--- config.mk ---
export PLATFORM = sky130hd
export DESIGN_NAME = rom_read_patch_cheat_device
export DESIGN_NICKNAME = d
export VERILOG_FILES = /design/src/sv/rrp_pkg.sv /design/src/sv/rrp_code_bank.sv /design/src/sv/rom_read_patch_cheat_device.sv
export SDC_FILE = /design/constraint.sdc
export NUM_CORES = 1
export LEC_CHECK = 0
export BUFFER_PORTS_ARGS = -buffer_cell sky130_fd_sc_hd__buf_4
export CAP_MARGIN = 20
export CORE_MARGIN = 2
export CORE_UTILIZATION = 50
export DETAILED_ROUTE_END_ITERATION = 8
export PLACE_DENSITY = 0.78
export SLEW_MARGIN = 20
export SYNTH_ARGS = -nofsm -noshare
export SYNTH_HDL_FRONTEND = slang
export SYNTH_SLANG_ARGS = --single-unit
--- constraint.sdc ---
create_clock -name clk -period 6.6 [get_ports clk]
set_input_delay 0.33 -clock clk [delete_from_list [all_inputs] [get_ports clk]]
set_output_delay 0.33 -clock clk [all_outputs]
set_load 0.01 [all_outputs]
--- src/sv/rrp_pkg.sv ---
// ----------------------------------------------------------------------------
// rrp_pkg: shared types and constants for the ROM read patcher
// Bus access kinds, mode codes, register map offsets and the write request
// that the access decoder hands to the code bank.
// ----------------------------------------------------------------------------
package rrp_pkg;

  // Bus access kinds carried in the input tuser bit.
  localparam logic OP_READ  = 1'b0;
  localparam logic OP_WRITE = 1'b1;

  // Operating modes reported with every result item.
  localparam logic [1:0] MODE_PASS  = 2'd0;
  localparam logic [1:0] MODE_BOOT  = 2'd1;
  localparam logic [1:0] MODE_PATCH = 2'd2;

  // Register map. The control register sits at the base; each code then
  // occupies four consecutive bytes starting one above the base.
  localparam logic [15:0] CTRL_BASE    = 16'h8000;
  localparam logic [1:0]  FLD_ADDR_HI  = 2'd0;
  localparam logic [1:0]  FLD_ADDR_LO  = 2'd1;
  localparam logic [1:0]  FLD_COMPARE  = 2'd2;
  localparam logic [1:0]  FLD_REPLACE  = 2'd3;
  localparam int          CODE_STRIDE  = 4;

  // Control byte that loads all-zero control bits instead of its inverse.
  localparam logic [7:0] CTRL_CLEAR_KEY = 8'h71;
  // Bit forced on in every loaded address high byte.
  localparam logic [7:0] ADDR_HI_FORCE  = 8'h80;

  // Reset contents of the code registers.
  localparam logic [7:0]  BYTE_RESET = 8'hFF;
  localparam logic [15:0] ADDR_RESET = 16'hFFFF;

  // Width of the boot ROM offset.
  localparam int BOOT_OFS_W = 12;

  // Register write request from the access decoder to the code bank.
  typedef struct packed {
    logic        valid;
    logic [15:0] addr;
    logic [7:0]  data;
  } rrp_bus_wr_t;

endpackage

--- src/sv/rrp_code_bank.sv ---
// ----------------------------------------------------------------------------
// rrp_code_bank: patch code registers, control bits, mode and patch chain
// Holds the loaded codes, applies register writes in boot mode and replaces
// read data with the enabled matching codes in order.
// ----------------------------------------------------------------------------
module rrp_code_bank
  import rrp_pkg::*;
#(
  parameter int CODE_COUNT = 3
) (
  input  logic        clk,
  input  logic        rst,
  input  rrp_bus_wr_t wr,
  input  logic [15:0] rd_addr,
  input  logic [7:0]  rd_data,
  output logic [1:0]  mode,
  output logic [7:0]  patched_data
);

  localparam int CTRL_W = 2 * CODE_COUNT;

  logic [15:0]       patch_address [CODE_COUNT];
  logic [7:0]        compare_byte  [CODE_COUNT];
  logic [7:0]        replace_byte  [CODE_COUNT];
  logic [CTRL_W-1:0] control_bits;
  logic [CTRL_W-1:0] control_bits_next;
  logic [7:0]        ctrl_byte;
  logic [7:0]        ctrl_shift;

  // The stored control value is the inverted byte shifted down by one.
  assign ctrl_byte  = (wr.data == CTRL_CLEAR_KEY) ? 8'h00 : ~wr.data;
  assign ctrl_shift = {1'b0, ctrl_byte[7:1]};

  for (genvar gi = 0; gi < CTRL_W; gi++) begin : g_ctrl
    if (gi < 8) begin : g_in
      assign control_bits_next[gi] = ctrl_shift[gi];
    end else begin : g_out
      assign control_bits_next[gi] = 1'b0;
    end
  end

  always_ff @(posedge clk) begin
    if (rst) begin
      mode         <= MODE_BOOT;
      control_bits <= '0;
      for (int k = 0; k < CODE_COUNT; k++) begin
        patch_address[k] <= ADDR_RESET;
        compare_byte[k]  <= BYTE_RESET;
        replace_byte[k]  <= BYTE_RESET;
      end
    end else if (wr.valid && mode == MODE_BOOT) begin
      if (wr.addr == CTRL_BASE) begin
        if (wr.data == 8'h00) begin
          mode <= MODE_PATCH;
        end else begin
          control_bits <= control_bits_next;
        end
      end
      for (int k = 0; k < CODE_COUNT; k++) begin
        if (wr.addr == CTRL_BASE + 16'(1 + CODE_STRIDE * k) + 16'(FLD_ADDR_HI)) begin
          patch_address[k][15:8] <= wr.data | ADDR_HI_FORCE;
        end
        if (wr.addr == CTRL_BASE + 16'(1 + CODE_STRIDE * k) + 16'(FLD_ADDR_LO)) begin
          patch_address[k][7:0] <= wr.data;
        end
        if (wr.addr == CTRL_BASE + 16'(1 + CODE_STRIDE * k) + 16'(FLD_COMPARE)) begin
          compare_byte[k] <= wr.data;
        end
        if (wr.addr == CTRL_BASE + 16'(1 + CODE_STRIDE * k) + 16'(FLD_REPLACE)) begin
          replace_byte[k] <= wr.data;
        end
      end
    end
  end

  // Each code acts on the result of the one before it.
  always_comb begin
    patched_data = rd_data;
    for (int k = 0; k < CODE_COUNT; k++) begin
      if (control_bits[CODE_COUNT + k] && patch_address[k] == rd_addr) begin
        if (control_bits[k] || patched_data == compare_byte[k]) begin
          patched_data = replace_byte[k];
        end
      end
    end
  end

endmodule

--- src/sv/rom_read_patch_cheat_device.sv ---
// ----------------------------------------------------------------------------
// rom_read_patch_cheat_device: compare-and-replace read patcher top level
// Input register, access decode and patch chain, result register.
// ----------------------------------------------------------------------------
// This block sits inline on an 8-bit CPU bus and takes one bus access per
// input item, returning exactly one result item for each. After reset it is in
// boot mode: writes at 0x8001 and up load the patch codes (four bytes per code:
// address high with bit 7 forced on, address low, compare byte, replace byte),
// a nonzero write at 0x8000 loads the control bits, and a zero write at 0x8000
// switches to patching mode until the next reset. In boot mode, reads at 0x8000
// and above are flagged for the external boot ROM with the low twelve address
// bits as the offset. In patching mode every enabled code whose address matches
// a read replaces the cartridge byte, either always or only when the byte equals
// the code's compare byte; codes apply in order. Clearing cfg_wdata makes every
// access pass through untouched while the loaded state is kept. An item passes
// through the input register and then the result register, and a new item is
// taken every cycle while the result side keeps taking items; throughput is set
// only by how promptly the result side takes items.
module rom_read_patch_cheat_device
  import rrp_pkg::*;
#(
  parameter int CODE_COUNT = 3
) (
  input  logic        clk,
  input  logic        rst,
  // Configuration: device present bit.
  input  logic        cfg_we,
  input  logic        cfg_wdata,
  // Bus access items.
  input  logic        s_axis_tvalid,
  output logic        s_axis_tready,
  // [15:0] address, [23:16] write_data, [31:24] cart_data
  input  logic [31:0] s_axis_tdata,
  // [0] opcode
  input  logic        s_axis_tuser,
  // Result items.
  output logic        m_axis_tvalid,
  input  logic        m_axis_tready,
  // [7:0] read_data, [19:8] boot_rom_offset, [21:20] current_mode, [23:22] zero
  output logic [23:0] m_axis_tdata,
  // [0] boot_rom_select, [1] forward_write
  output logic [1:0]  m_axis_tuser
);

  // Configuration register; the device counts as present after reset.
  logic device_present;

  // Input register.
  logic        in_valid;
  logic        in_opcode;
  logic [15:0] in_address;
  logic [7:0]  in_write_data;
  logic [7:0]  in_cart_data;

  // Result register.
  logic                  out_valid;
  logic [7:0]            out_read_data;
  logic                  out_boot_rom_select;
  logic [BOOT_OFS_W-1:0] out_boot_rom_offset;
  logic                  out_forward_write;
  logic [1:0]            out_current_mode;

  // Decode of the item in the input register.
  logic                  advance;
  logic                  fire;
  logic                  is_write;
  logic                  high_range;
  logic [1:0]            mode;
  logic [7:0]            patched_data;
  rrp_bus_wr_t           bank_wr;
  logic [7:0]            read_data_next;
  logic                  boot_rom_select_next;
  logic [BOOT_OFS_W-1:0] boot_rom_offset_next;
  logic                  forward_write_next;
  logic [1:0]            current_mode_next;

  // The result register frees up when empty or when its item is taken; the
  // input register can then move on, and it refills in the same cycle.
  assign advance       = !out_valid || m_axis_tready;
  assign fire          = in_valid && advance;
  assign s_axis_tready = !in_valid || advance;

  always_ff @(posedge clk) begin
    if (rst) begin
      device_present <= 1'b1;
    end else if (cfg_we) begin
      device_present <= cfg_wdata;
    end
  end

  always_ff @(posedge clk) begin
    if (rst) begin
      in_valid <= 1'b0;
    end else if (s_axis_tready) begin
      in_valid <= s_axis_tvalid;
    end
  end

  always_ff @(posedge clk) begin
    if (s_axis_tvalid && s_axis_tready) begin
      in_opcode     <= s_axis_tuser;
      in_address    <= s_axis_tdata[15:0];
      in_write_data <= s_axis_tdata[23:16];
      in_cart_data  <= s_axis_tdata[31:24];
    end
  end

  assign is_write   = (in_opcode == OP_WRITE);
  assign high_range = (in_address >= CTRL_BASE);

  // Only boot-mode writes in the register range reach the code bank, and only
  // once, in the cycle the item moves into the result register.
  assign bank_wr.valid = fire && device_present && (mode == MODE_BOOT) && is_write
                         && high_range;
  assign bank_wr.addr  = in_address;
  assign bank_wr.data  = in_write_data;

  rrp_code_bank #(
    .CODE_COUNT(CODE_COUNT)
  ) u_code_bank (
    .clk         (clk),
    .rst         (rst),
    .wr          (bank_wr),
    .rd_addr     (in_address),
    .rd_data     (in_cart_data),
    .mode        (mode),
    .patched_data(patched_data)
  );

  always_comb begin
    read_data_next       = 8'h00;
    boot_rom_select_next = 1'b0;
    boot_rom_offset_next = '0;
    forward_write_next   = 1'b0;
    current_mode_next    = mode;
    if (!device_present) begin
      // Device absent: plain pass-through.
      current_mode_next = MODE_PASS;
      if (is_write) begin
        forward_write_next = 1'b1;
      end else begin
        read_data_next = in_cart_data;
      end
    end else if (mode == MODE_BOOT) begin
      if (is_write) begin
        forward_write_next = !high_range;
        // The reported mode already reflects a switch made by this write.
        if (high_range && in_address == CTRL_BASE && in_write_data == 8'h00) begin
          current_mode_next = MODE_PATCH;
        end
      end else if (high_range) begin
        boot_rom_select_next = 1'b1;
        boot_rom_offset_next = in_address[BOOT_OFS_W-1:0];
      end else begin
        read_data_next = in_cart_data;
      end
    end else begin
      if (is_write) begin
        forward_write_next = 1'b1;
      end else begin
        read_data_next = patched_data;
      end
    end
  end

  always_ff @(posedge clk) begin
    if (rst) begin
      out_valid <= 1'b0;
    end else if (advance) begin
      out_valid <= in_valid;
    end
  end

  always_ff @(posedge clk) begin
    if (fire) begin
      out_read_data       <= read_data_next;
      out_boot_rom_select <= boot_rom_select_next;
      out_boot_rom_offset <= boot_rom_offset_next;
      out_forward_write   <= forward_write_next;
      out_current_mode    <= current_mode_next;
    end
  end

  assign m_axis_tvalid = out_valid;
  assign m_axis_tdata  = {2'b00, out_current_mode, out_boot_rom_offset, out_read_data};
  assign m_axis_tuser  = {out_forward_write, out_boot_rom_select};

endmodule

Word-level counts from Yosys, hierarchy flattened --
Memory sizes are Yosys's and may differ from the RTL's. Cells that the tools add are included.
Operators by class: bitwise operators 17, reduce and logical (&&, ||, !) cells 25, multiplexer cells 83, order comparisons 1, equal/unequal tests 21
Operator list (count):
- equality test 16 bit (second input constant) | 13
- two-way mux 8 bit | 21
- two-way mux 1 bit | 55
- equality test 16 bit | 3
- two-way mux 7 bit | 4
- equality test 8 bit | 3
- greater-or-equal comparator 16 bit (second input constant) | 1
- logical AND 1 bit | 12
- bitwise OR 1 bit | 12
- equality test 8 x 7 -> 1 bit (second input constant) | 1
- zero test 8 bit | 1
- inverter 7 bit | 1
- two-way mux 2 bit | 3
- AND reduction 3 bit | 2
- logical OR 1 bit | 5
- inverter 1 bit | 4
- OR reduction 4 bit | 1
- zero test 1 bit | 3
- OR reduction 3 bit | 1
- equality test 2 x 1 -> 1 bit (second input constant) | 1
Word-level totals: output and inout bits 28, input port bits 39, RAM bits 93, flip-flop bits (word level) 68, memories kept 3
Memories:
- u_code_bank.patch_address | depth 3, bits a word 15, read ports 3, clocked after memory_dff 0, write ports 3, line rrp_code_bank.sv:22 | logic [15:0] patch_address [CODE_COUNT];
- u_code_bank.compare_byte | depth 3, bits a word 8, read ports 3, clocked after memory_dff 0, write ports 3, line rrp_code_bank.sv:23 | logic [7:0] compare_byte [CODE_COUNT];
- u_code_bank.replace_byte | depth 3, bits a word 8, read ports 3, clocked after memory_dff 0, write ports 3, line rrp_code_bank.sv:24 | logic [7:0] replace_byte [CODE_COUNT];

Depth between registers and ports, before layout --
Gate-level depths: netlist of the first run. An unclocked memory read counts as a cell.
depth in word-level cells 16, gate-level depth with buffers 14

Cells and area by module --
From an unflattened synthesis of the first run, not the netlist that was laid out.
Unflattened totals: cell total of the unflattened synthesis 610, area total of the unflattened synthesis 7783.7 µm²
Modules (own cells, without submodules):
- rrp_code_bank | seq. area each 2952.8 µm², area an instance 5556.6 µm², cells an instance 474, times used 1
- rom_read_patch_cheat_device | seq. area each 1771.7 µm², area an instance 2227.1 µm², cells an instance 136, times used 1

Worst setup path after synthesis of the first run --
Ideal clock, no wire load.
kind reg-to-reg, start point register in_cart_data[3], end point register out_read_data[0], data pin, clock period less this slack 3.603 ns, setup time 0.272 ns, path slack 2.997 ns, data required time 6.328 ns, data arrival time 3.331 ns, stages on the path, launching flop included 13, cells stage by stage edfxtp_1 > xor2_1 > nor4_2 > a41oi_4 > nor2_4 > mux2_4 > nor3_2 > mux2_2 > a2111oi_4 > and4bb_1 > buf_6 > and3_4 > o221ai_1
Between the ends: word-level cells in the longest chain between the ends 15
RTL lines:
- from (decl) | line rom_read_patch_cheat_device.sv:53 | logic [7:0] in_cart_data;
- from (signal assigned) | line rom_read_patch_cheat_device.sv:104 | in_cart_data <= s_axis_tdata[31:24];
- equality test 8 bit | line rrp_code_bank.sv:81 | if (control_bits[k] || patched_data == compare_byte[k]) begin
- logical OR 1 bit | line rrp_code_bank.sv:81
- two-way mux 8 bit | line rrp_code_bank.sv:81
- two-way mux 8 bit * | line rrp_code_bank.sv:80 | if (control_bits[CODE_COUNT + k] && patch_address[k] == rd_addr) begin
- equality test 8 bit | line rrp_code_bank.sv:81
- logical OR 1 bit | line rrp_code_bank.sv:81
- two-way mux 8 bit | line rrp_code_bank.sv:81
- two-way mux 8 bit * | line rrp_code_bank.sv:80
- equality test 8 bit | line rrp_code_bank.sv:81
- logical OR 1 bit | line rrp_code_bank.sv:81
- two-way mux 8 bit | line rrp_code_bank.sv:81
- two-way mux 8 bit * | line rrp_code_bank.sv:80
- two-way mux 8 bit * | line rom_read_patch_cheat_device.sv:158 | if (is_write) begin
- two-way mux 8 bit * | line rom_read_patch_cheat_device.sv:144 | end else if (mode == MODE_BOOT) begin
- two-way mux 8 bit * | line rom_read_patch_cheat_device.sv:136 | if (!device_present) begin
- via read_data_next[0] | line rom_read_patch_cheat_device.sv:71 | logic [7:0] read_data_next;
- to (signal assigned) | line rom_read_patch_cheat_device.sv:176 | out_read_data <= read_data_next;
- to (decl) | line rom_read_patch_cheat_device.sv:57 | logic [7:0] out_read_data;
The timed path passes the listed nets; every way through them passes the cells marked *. A chain may end at the register's enable or synchronous reset.

Final worst setup path of the first run --
start point register in_address[2], end point register out_read_data[0], data pin
Between the ends: word-level cells in the longest chain between the ends 14, elaborated cells on any way between the ends 21
RTL lines:
- from (decl) | line rom_read_patch_cheat_device.sv:51 | logic [15:0] in_address;
- from (signal assigned) | line rom_read_patch_cheat_device.sv:102 | in_address <= s_axis_tdata[15:0];
- equality test 16 bit | line rrp_code_bank.sv:80
- logical AND 1 bit | line rrp_code_bank.sv:80
- two-way mux 8 bit | line rrp_code_bank.sv:80
- equality test 8 bit | line rrp_code_bank.sv:81
- logical OR 1 bit | line rrp_code_bank.sv:81
- two-way mux 8 bit | line rrp_code_bank.sv:81
- two-way mux 8 bit | line rrp_code_bank.sv:80
- equality test 8 bit | line rrp_code_bank.sv:81
- logical OR 1 bit | line rrp_code_bank.sv:81
- two-way mux 8 bit | line rrp_code_bank.sv:81
- two-way mux 8 bit | line rrp_code_bank.sv:80
- two-way mux 8 bit | line rom_read_patch_cheat_device.sv:158
- two-way mux 8 bit * | line rom_read_patch_cheat_device.sv:144
- two-way mux 8 bit * | line rom_read_patch_cheat_device.sv:136
- via read_data_next[0] | line rom_read_patch_cheat_device.sv:71
Marks and branches as above.

==> results of run 1 <==
-- report_power, final --
group          switching [mW]  internal (mW)  leakage [nW]
Clock                   0.390          0.552         0.277
Sequential             0.0286           1.14          1.28
Combinational          0.0776         0.0560          1.29
-- layout make-up --
type                       count  share of cell area
clock buffer                  21             0.05219
clock inverter                11             0.01138
inverter                      10            0.004164
multi-input combinational    403              0.3230
sequential                   161              0.5242
tap                          211             0.02929
timing repair buffer          67             0.05580
-- flip-flops by register name, indices dropped and copies added, names as in the netlist, 2 cells and up --
name                       cells
u_code_bank.patch_address     45
u_code_bank.compare_byte      24
u_code_bank.replace_byte      24
in_address                    16
out_boot_rom_offset           12
in_cart_data                   8
in_write_data                  8
out_read_data                  8
u_code_bank.control_bits       6
out_current_mode               2
u_code_bank.mode               2
-- cells by family (layout without fill, tap and decap cells) --
family | count (synthesis) | count (layout) | share of synthesized area
simple gates | 214 | 214 | 0.1648
flops | 161 | 161 | 0.6046
compound gates | 103 | 103 | 0.1065
xor+xnor | 68 | 68 | 0.07622
buf+inv | 32 | 109 | 0.02354
mux | 16 | 16 | 0.02386
other cells | 1 | 2 | 0.0004799
-- stage by stage --
stage | std cells | hold slack, ns | worst slack (ns)
floorplan | 596 | 0.4289 | 2.997
global placement | 852 | 0.4530 | 2.405
detailed placement | 852 | 0.4619 | 2.241
CTS | 884 | 0.06605 | 2.218
global route | 884 | 0.06155 | 1.941
finish | 884 | 0.08148 | 2.154
-- placed cells by master (no fill, tap or decap), types with 6 or more instances in the layout --
| cell type | instances |
|---|---|
| nor4_1 | 25 |
| xor2_1 | 55 |
| inv_1 | 9 |
| a21oi_1 | 11 |
| nand4_1 | 9 |
| or2_2 | 10 |
| nand2_1 | 28 |
| a211oi_1 | 8 |
| edfxtp_1 | 150 |
| a21o_1 | 9 |
| and4_1 | 6 |
| mux2i_1 | 7 |
| o21ai_0 | 13 |
| nand2b_1 | 20 |
| and2_1 | 16 |
| dfxtp_1 | 11 |
| o21a_1 | 9 |
| nand3_1 | 12 |
| nor3_1 | 13 |
| clkbuf_16 | 17 |
| nor2_1 | 31 |
| buf_4 | 67 |
| nor2b_1 | 10 |
| xnor2_1 | 13 |
-- worst paths after layout --
path	end	depth (start not counted)
hold / removal	in_write_data[6]$_DFFE_PP_	1
hold reg to reg	u_code_bank.mode[1]$_SDFFE_PP0P_	2
setup reg to reg	out_read_data[0]$_DFFE_PP_	11
setup / recovery	out_read_data[0]$_DFFE_PP_	11
-- layer usage --
metal | vias up | GRT usage
li1 | 2396 | -
met1 | 2646 | 0.3678
met2 | 299 | 0.3704
met3 | 28 | 0.06689
met4 | 0 | 0.06458
met5 | - | 0
==> run_results.csv, run 1 <==
group,metric,value,unit
timing,finalSetupViolations,0,
setup_path,crit_buf_inv,0,
cts,cts_hold_buf,0,
setup_path,crit_fanout,13,
setup_path,crit_slowest_cell,"edfxtp_1",
die,die_area,16640,um2
detailed_routing,maxUsedRoutingLayer,"met4",
timing,tns,0,ns
power_and_ir_drop,p_per_area,248.7,nW/um2
timing,rsz0062_at_grt,"false",
setup_path,arrival,4.59,ns
final_layout,regArea,4725,um2
timing,fin_crit_sh,0.6736,
detailed_routing,dr.pass1.iters,5,
cts,cts-resized-gates,0,
timing,slew_headroom,0.4791,
detailed_routing,viasPerCell,6.074,
setup_path,start_kind,"register",
cts,tritoncts,"yes",
global_routing,antenna_found_initial,0,
die,core-area,15260,um2
die,dieHeight,129.0,um
synthesis,synthTopCellsByArea,"edfxtp_1 (58%), xor2_1 (6.2%), dfxtp_1 (2.8%)",
global_routing,grt_pass1_wl,30.08,mm
power_and_ir_drop,total_power,2.241,mW
final_layout,diodes,0,
power_and_ir_drop,ir_drop,197.1,uV
placement,placed_area,8441,um2
synthesis,synth_top_area_cell,"edfxtp_1",
global_routing,grt_start_max_net_pins,34,
synthesis,ys_types,84,
hold_path,min_from,"s_axis_tdata[22]",
timing,finalCriticalPeriod,4.446,ns
synthesis,synth_top_area_share,0.5765,
final_layout,final_util,0.5907,
final_layout,multi_input_area,2912,um2
flow_run,maxCapViolCount,0,
setup_path,worst-r2r-setup-slack,2.15,ns
global_routing,grt_use_total,0.2494,
timing,worstMarginPinSlew,0.7814,ns
setup_path,cpPeakStageDelay,0.56,ns
cts,cts_made_buffers,17,
final_layout,fin_area,9014,um2
run_status,status,"complete, no violations",
synthesis,synthArstFlopShare,0,
die,die_x,129.0,um
timing,hold_violations,0,
synthesis,synth_cells,595,
synthesis,ys_top_cells_by_count,"edfxtp_1 (150), xor2_1 (55), nor2_1 (31), nand2_1 (28), nor4_1 (25)",
detailed_routing,drt_iter0_drc,522,
die,rows,45,
cts,htreeDepth,4,
synthesis,synth_edf_count,150,
synthesis,seq_area_frac_synth,0.6046,
timing,fmaxAchievable,224.9,MHz
cts,clk_pin_slew,0.06,ns
synthesis,synth_flop_cell,"edfxtp_1",
setup_path,critical_path_class,"register to register",
setup_path,crit_required,6.75,ns
synthesis,syn_avg_cell_area,13.13,um2
detailed_routing,vias,5369,
timing,slew_violations,0,
detailed_routing,wl_met3,1.870,mm
setup_path,crit_family,"simple AND/OR/NAND/NOR gates",
placement,gp_congestion,0.9938,
cts,clk_latency,0.42,ns
power_and_ir_drop,leakagePower,2.853,nW
die,initial_core_util,0.5121,
synthesis,yosys_warnings,0,
cts,cts_num_sinks,161,
final_layout,drive_gt1_frac,0.2199,
synthesis,netlist_area,7814,um2
final_layout,nFillCells,1225,
detailed_routing,dr_wl_met2,8.802,mm
setup_path,cp-end-kind,"register",
cts,root_buffer,"clkbuf_16",
setup_path,r2r-start,"in_address[2]$_DFFE_PP_",
detailed_routing,remaining_drc_errors,0,
detailed_routing,wire_per_inst,22.49,um
placement,place_hpwl,15.15,mm
detailed_routing,wl_met1,8.943,mm
global_routing,overflow,0,
synthesis,synth_most_common_cell,"edfxtp_1",
global_routing,grt_pass1_vias,5167,
detailed_routing,routed_wl,19.89,mm
synthesis,ys_ff_latch,161,
detailed_routing,antenna_left,0,
placement,port_buffers,64,
timing,fin_skew,0.007333,ns
hold_path,min_path_type,"input port to register",
setup_path,worstPathCellList,"xor2_1 > nor4_4 > nand4_2 > nor2_4 > mux2_4 > nor3_2 > mux2_2 > nor4_1 > and4bb_1 > and3_4 > o221ai_1",
cts,cts_buffer_depth,2,
cts,cts_setup_buffers,0,
die,io_pins,67,
final_layout,final_nets,699,
final_layout,area_delta_synth_final,15.36,%
setup_path,startpoint,"in_address[2]$_DFFE_PP_",
Power figures use the tool's default switching activity.
==> run 2, diff against run 1 <==
==> constraint.sdc (replaced) <==
create_clock -name clk -period 4.6 [get_ports clk]
set_input_delay 0.23 -clock clk [delete_from_list [all_inputs] [get_ports clk]]
set_output_delay 0.23 -clock clk [all_outputs]
set_load 0.01 [all_outputs]
==> run 2 against run 1 <==
Compared with the run above:
- sequential power rose by 43%
- via count rose by 2.8%
- register-to-register slack got worse by 1.8 ns
- total power rose by 47%
- die area did not move
- flip-flop and latch count did not move
- first-iteration DRC count rose by 19%
- critical path depth rose by 1
- global-route usage rose by 0.74 points
- cell count rose by 4.8%
- design area rose by 4.5%
- routed wire length rose by 2.0%
- critical endpoint is now out_read_data[5]$_DFFE_PP_
==> run_results.csv, run 2 (synthesis results as in run 1) <==
group,metric,value,unit
power_and_ir_drop,sw_frac_of_total,0.2289,
timing,fin_skew,0.008604,ns
global_routing,antenna_found_initial,0,
cts,cts_hold_buf,33,
timing,rsz0062_at_grt,"false",
die,die_area,16640,um2
timing,hold_violations,0,
timing,worst_slack,0.3123,ns
setup_path,worstPathCellList,"xor2_1 > nor4_2 > nand4_2 > nor2_4 > buf_4 > mux2i_2 > nor3_2 > mux2_2 > nor4_1 > and4bb_1 > and3_4 > o221ai_1",
die,io_pins,67,
setup_path,r2r_end,"out_read_data[5]$_DFFE_PP_",
final_layout,diodes,0,
setup_path,crit_buf_inv,1,
placement,gp_congestion,1.012,
placement,pre_cts_slack,0.3361,ns
placement,place_inst,861,
power_and_ir_drop,power.share.clock,0.425,
setup_path,startpoint,"in_address[6]$_DFFE_PP_",
power_and_ir_drop,ir_drop,286.5,uV
cts,root_buffer,"clkbuf_16",
setup_path,crit_slowest_cell,"edfxtp_1",
timing,finalSetupViolations,0,
setup_path,r2r_cells,12,
setup_path,worst-r2r-setup-slack,0.31,ns
placement,place_hpwl,14.91,mm
power_and_ir_drop,p_switching,753.6,uW
placement,port_buffers,64,
setup_path,cp.depth,12,
setup_path,cpPeakStageDelay,0.53,ns
setup_path,critical_path_class,"register to register",
global_routing,grt_use_total,0.2568,
detailed_routing,routed_wl,20.28,mm
final_layout,final_common_cell,"edfxtp_1",
global_routing,overflow,0,
power_and_ir_drop,p_per_area,349.4,nW/um2
setup_path,crit_family,"simple AND/OR/NAND/NOR gates",
die,initial_core_util,0.5121,
die,dieHeight,129.0,um
die,die_x,129.0,um
detailed_routing,drt_iter0_drc,619,
setup_path,crit_required,4.75,ns
timing,finalCriticalPeriod,4.288,ns
final_layout,drive_gt1_frac,0.2210,
setup_path,start_kind,"register",
timing,slew_violations,0,
final_layout,layout_common_cells,"edfxtp_1 (150), buf_4 (76), xor2_1 (55)",
flow_run,maxCapViolCount,0,
setup_path,crit_end,"out_read_data[5]$_DFFE_PP_",
power_and_ir_drop,power_frac_seq,0.507,
detailed_routing,wl_met1,8.609,mm
cts,cts_num_sinks,161,
detailed_routing,remaining_drc_errors,0,
hold_path,min_path_type,"input port to register",
timing,tns,0,ns
timing,worstMarginPinSlew,0.8745,ns
cts,clk_latency,0.43,ns
cts,cts_made_buffers,17,
power_and_ir_drop,leakagePower,3.032,nW
detailed_routing,viasPerCell,5.961,
timing,fmaxAchievable,233.2,MHz
timing,hold_slack,0.01175,ns
die,core-area,15260,um2
die,rows,45,
final_layout,area_delta_synth_final,20.59,%
cts,cts_buffer_depth,2,
global_routing,grt_start_max_net_pins,34,
cts,htreeDepth,4,
power_and_ir_drop,power.internal,2.539,mW
final_layout,reg_top3,"u_code_bank.patch_address (45), u_code_bank.compare_byte (24), u_code_bank.replace_byte (24)",
setup_path,crit_fanout,12,
final_layout,final_nets,741,
final_layout,instances_no_fill,926,
setup_path,cp-end-kind,"register",
detailed_routing,wl_met3,2.087,mm
run_status,status,"complete, no violations",
cts,cts-resized-gates,0,
final_layout,largest_register,"u_code_bank.patch_address",
detailed_routing,wire_per_inst,21.90,um
final_layout,largest_reg_flops,45,
detailed_routing,dr.pass1.iters,6,
power_and_ir_drop,pwr-share-comb,0.068,
detailed_routing,vias,5520,
timing,slew_headroom,0.4158,
timing,fin_crit_sh,0.9321,
setup_path,arrival,4.43,ns
cts,tritoncts,"yes",
global_routing,grt_pass1_vias,5209,
global_routing,grt_pass1_wl,31.14,mm
detailed_routing,maxUsedRoutingLayer,"met4",
setup_path,r2r-start,"in_address[6]$_DFFE_PP_",
cts,clk_pin_slew,0.06,ns
cts,cts_setup_buffers,0,
detailed_routing,dr_wl_met2,9.227,mm
detailed_routing,antenna_left,0,
## run 2: power groups by stage
stage          Clock (mW)  Sequential (mW)  Combinational, mW
2_1_floorplan           0             1.69              0.116
3_3_place_gp            0             1.69              0.196
3_5_place_dp            0             1.70              0.200
4_1_cts              1.40             1.67              0.223
5_1_grt              1.47             1.67              0.242
6_report             1.40             1.67              0.225
## run 2: stage by stage
step | instance area (um2) | utilization | total power, mW
after floorplan | 7818 | - | 1.804
after global placement | 8508 | 0.5576 | 1.891
after detailed placement | 8508 | 0.5576 | 1.898
after CTS | 9423 | 0.6175 | 3.295
after global routing | 9423 | 0.6175 | 3.388
final | 9423 | 0.6175 | 3.292
## run 2: how the worst min path moves through the flow
| stage | from | to | slack [ns] | cells after the start |
|---|---|---|---|---|
| 3_5_place_dp | s_axis_tdata[21] | in_write_data[5]$_DFFE_PP_ | 0.41 | 1 |
| 5_1_grt | cfg_wdata | device_present$_SDFFE_PP1P_ | 0.01 | 2 |
| 4_1_cts | cfg_wdata | device_present$_SDFFE_PP1P_ | 0.002 | 2 |
| 6_report | cfg_wdata | device_present$_SDFFE_PP1P_ | 0.01 | 2 |
| 2_1_floorplan | s_axis_tdata[0] | in_address[0]$_DFFE_PP_ | 0.33 | 0 |
| 3_3_place_gp | s_axis_tdata[30] | in_cart_data[6]$_DFFE_PP_ | 0.41 | 1 |
## run 2: final cells by class
| type | instances | area, um2 |
|---|---|---|
| Clock inverter | 15 | 158.9 |
| Multi-Input combinational cell | 403 | 2912 |
| Sequential cell | 161 | 4725 |
| Timing Repair Buffer | 109 | 900.9 |
| Inverter | 10 | 37.54 |
| Clock buffer | 17 | 425.4 |
| Fill cell | 1134 | 5836 |
| Tap cell | 211 | 264.0 |
## run 2: routing by layer
layer | vias up | track usage
met5 | - | 0
met1 | 2690 | 0.3753
li1 | 2481 | -
met4 | 0 | 0.08440
met2 | 320 | 0.3878
met3 | 29 | 0.05409
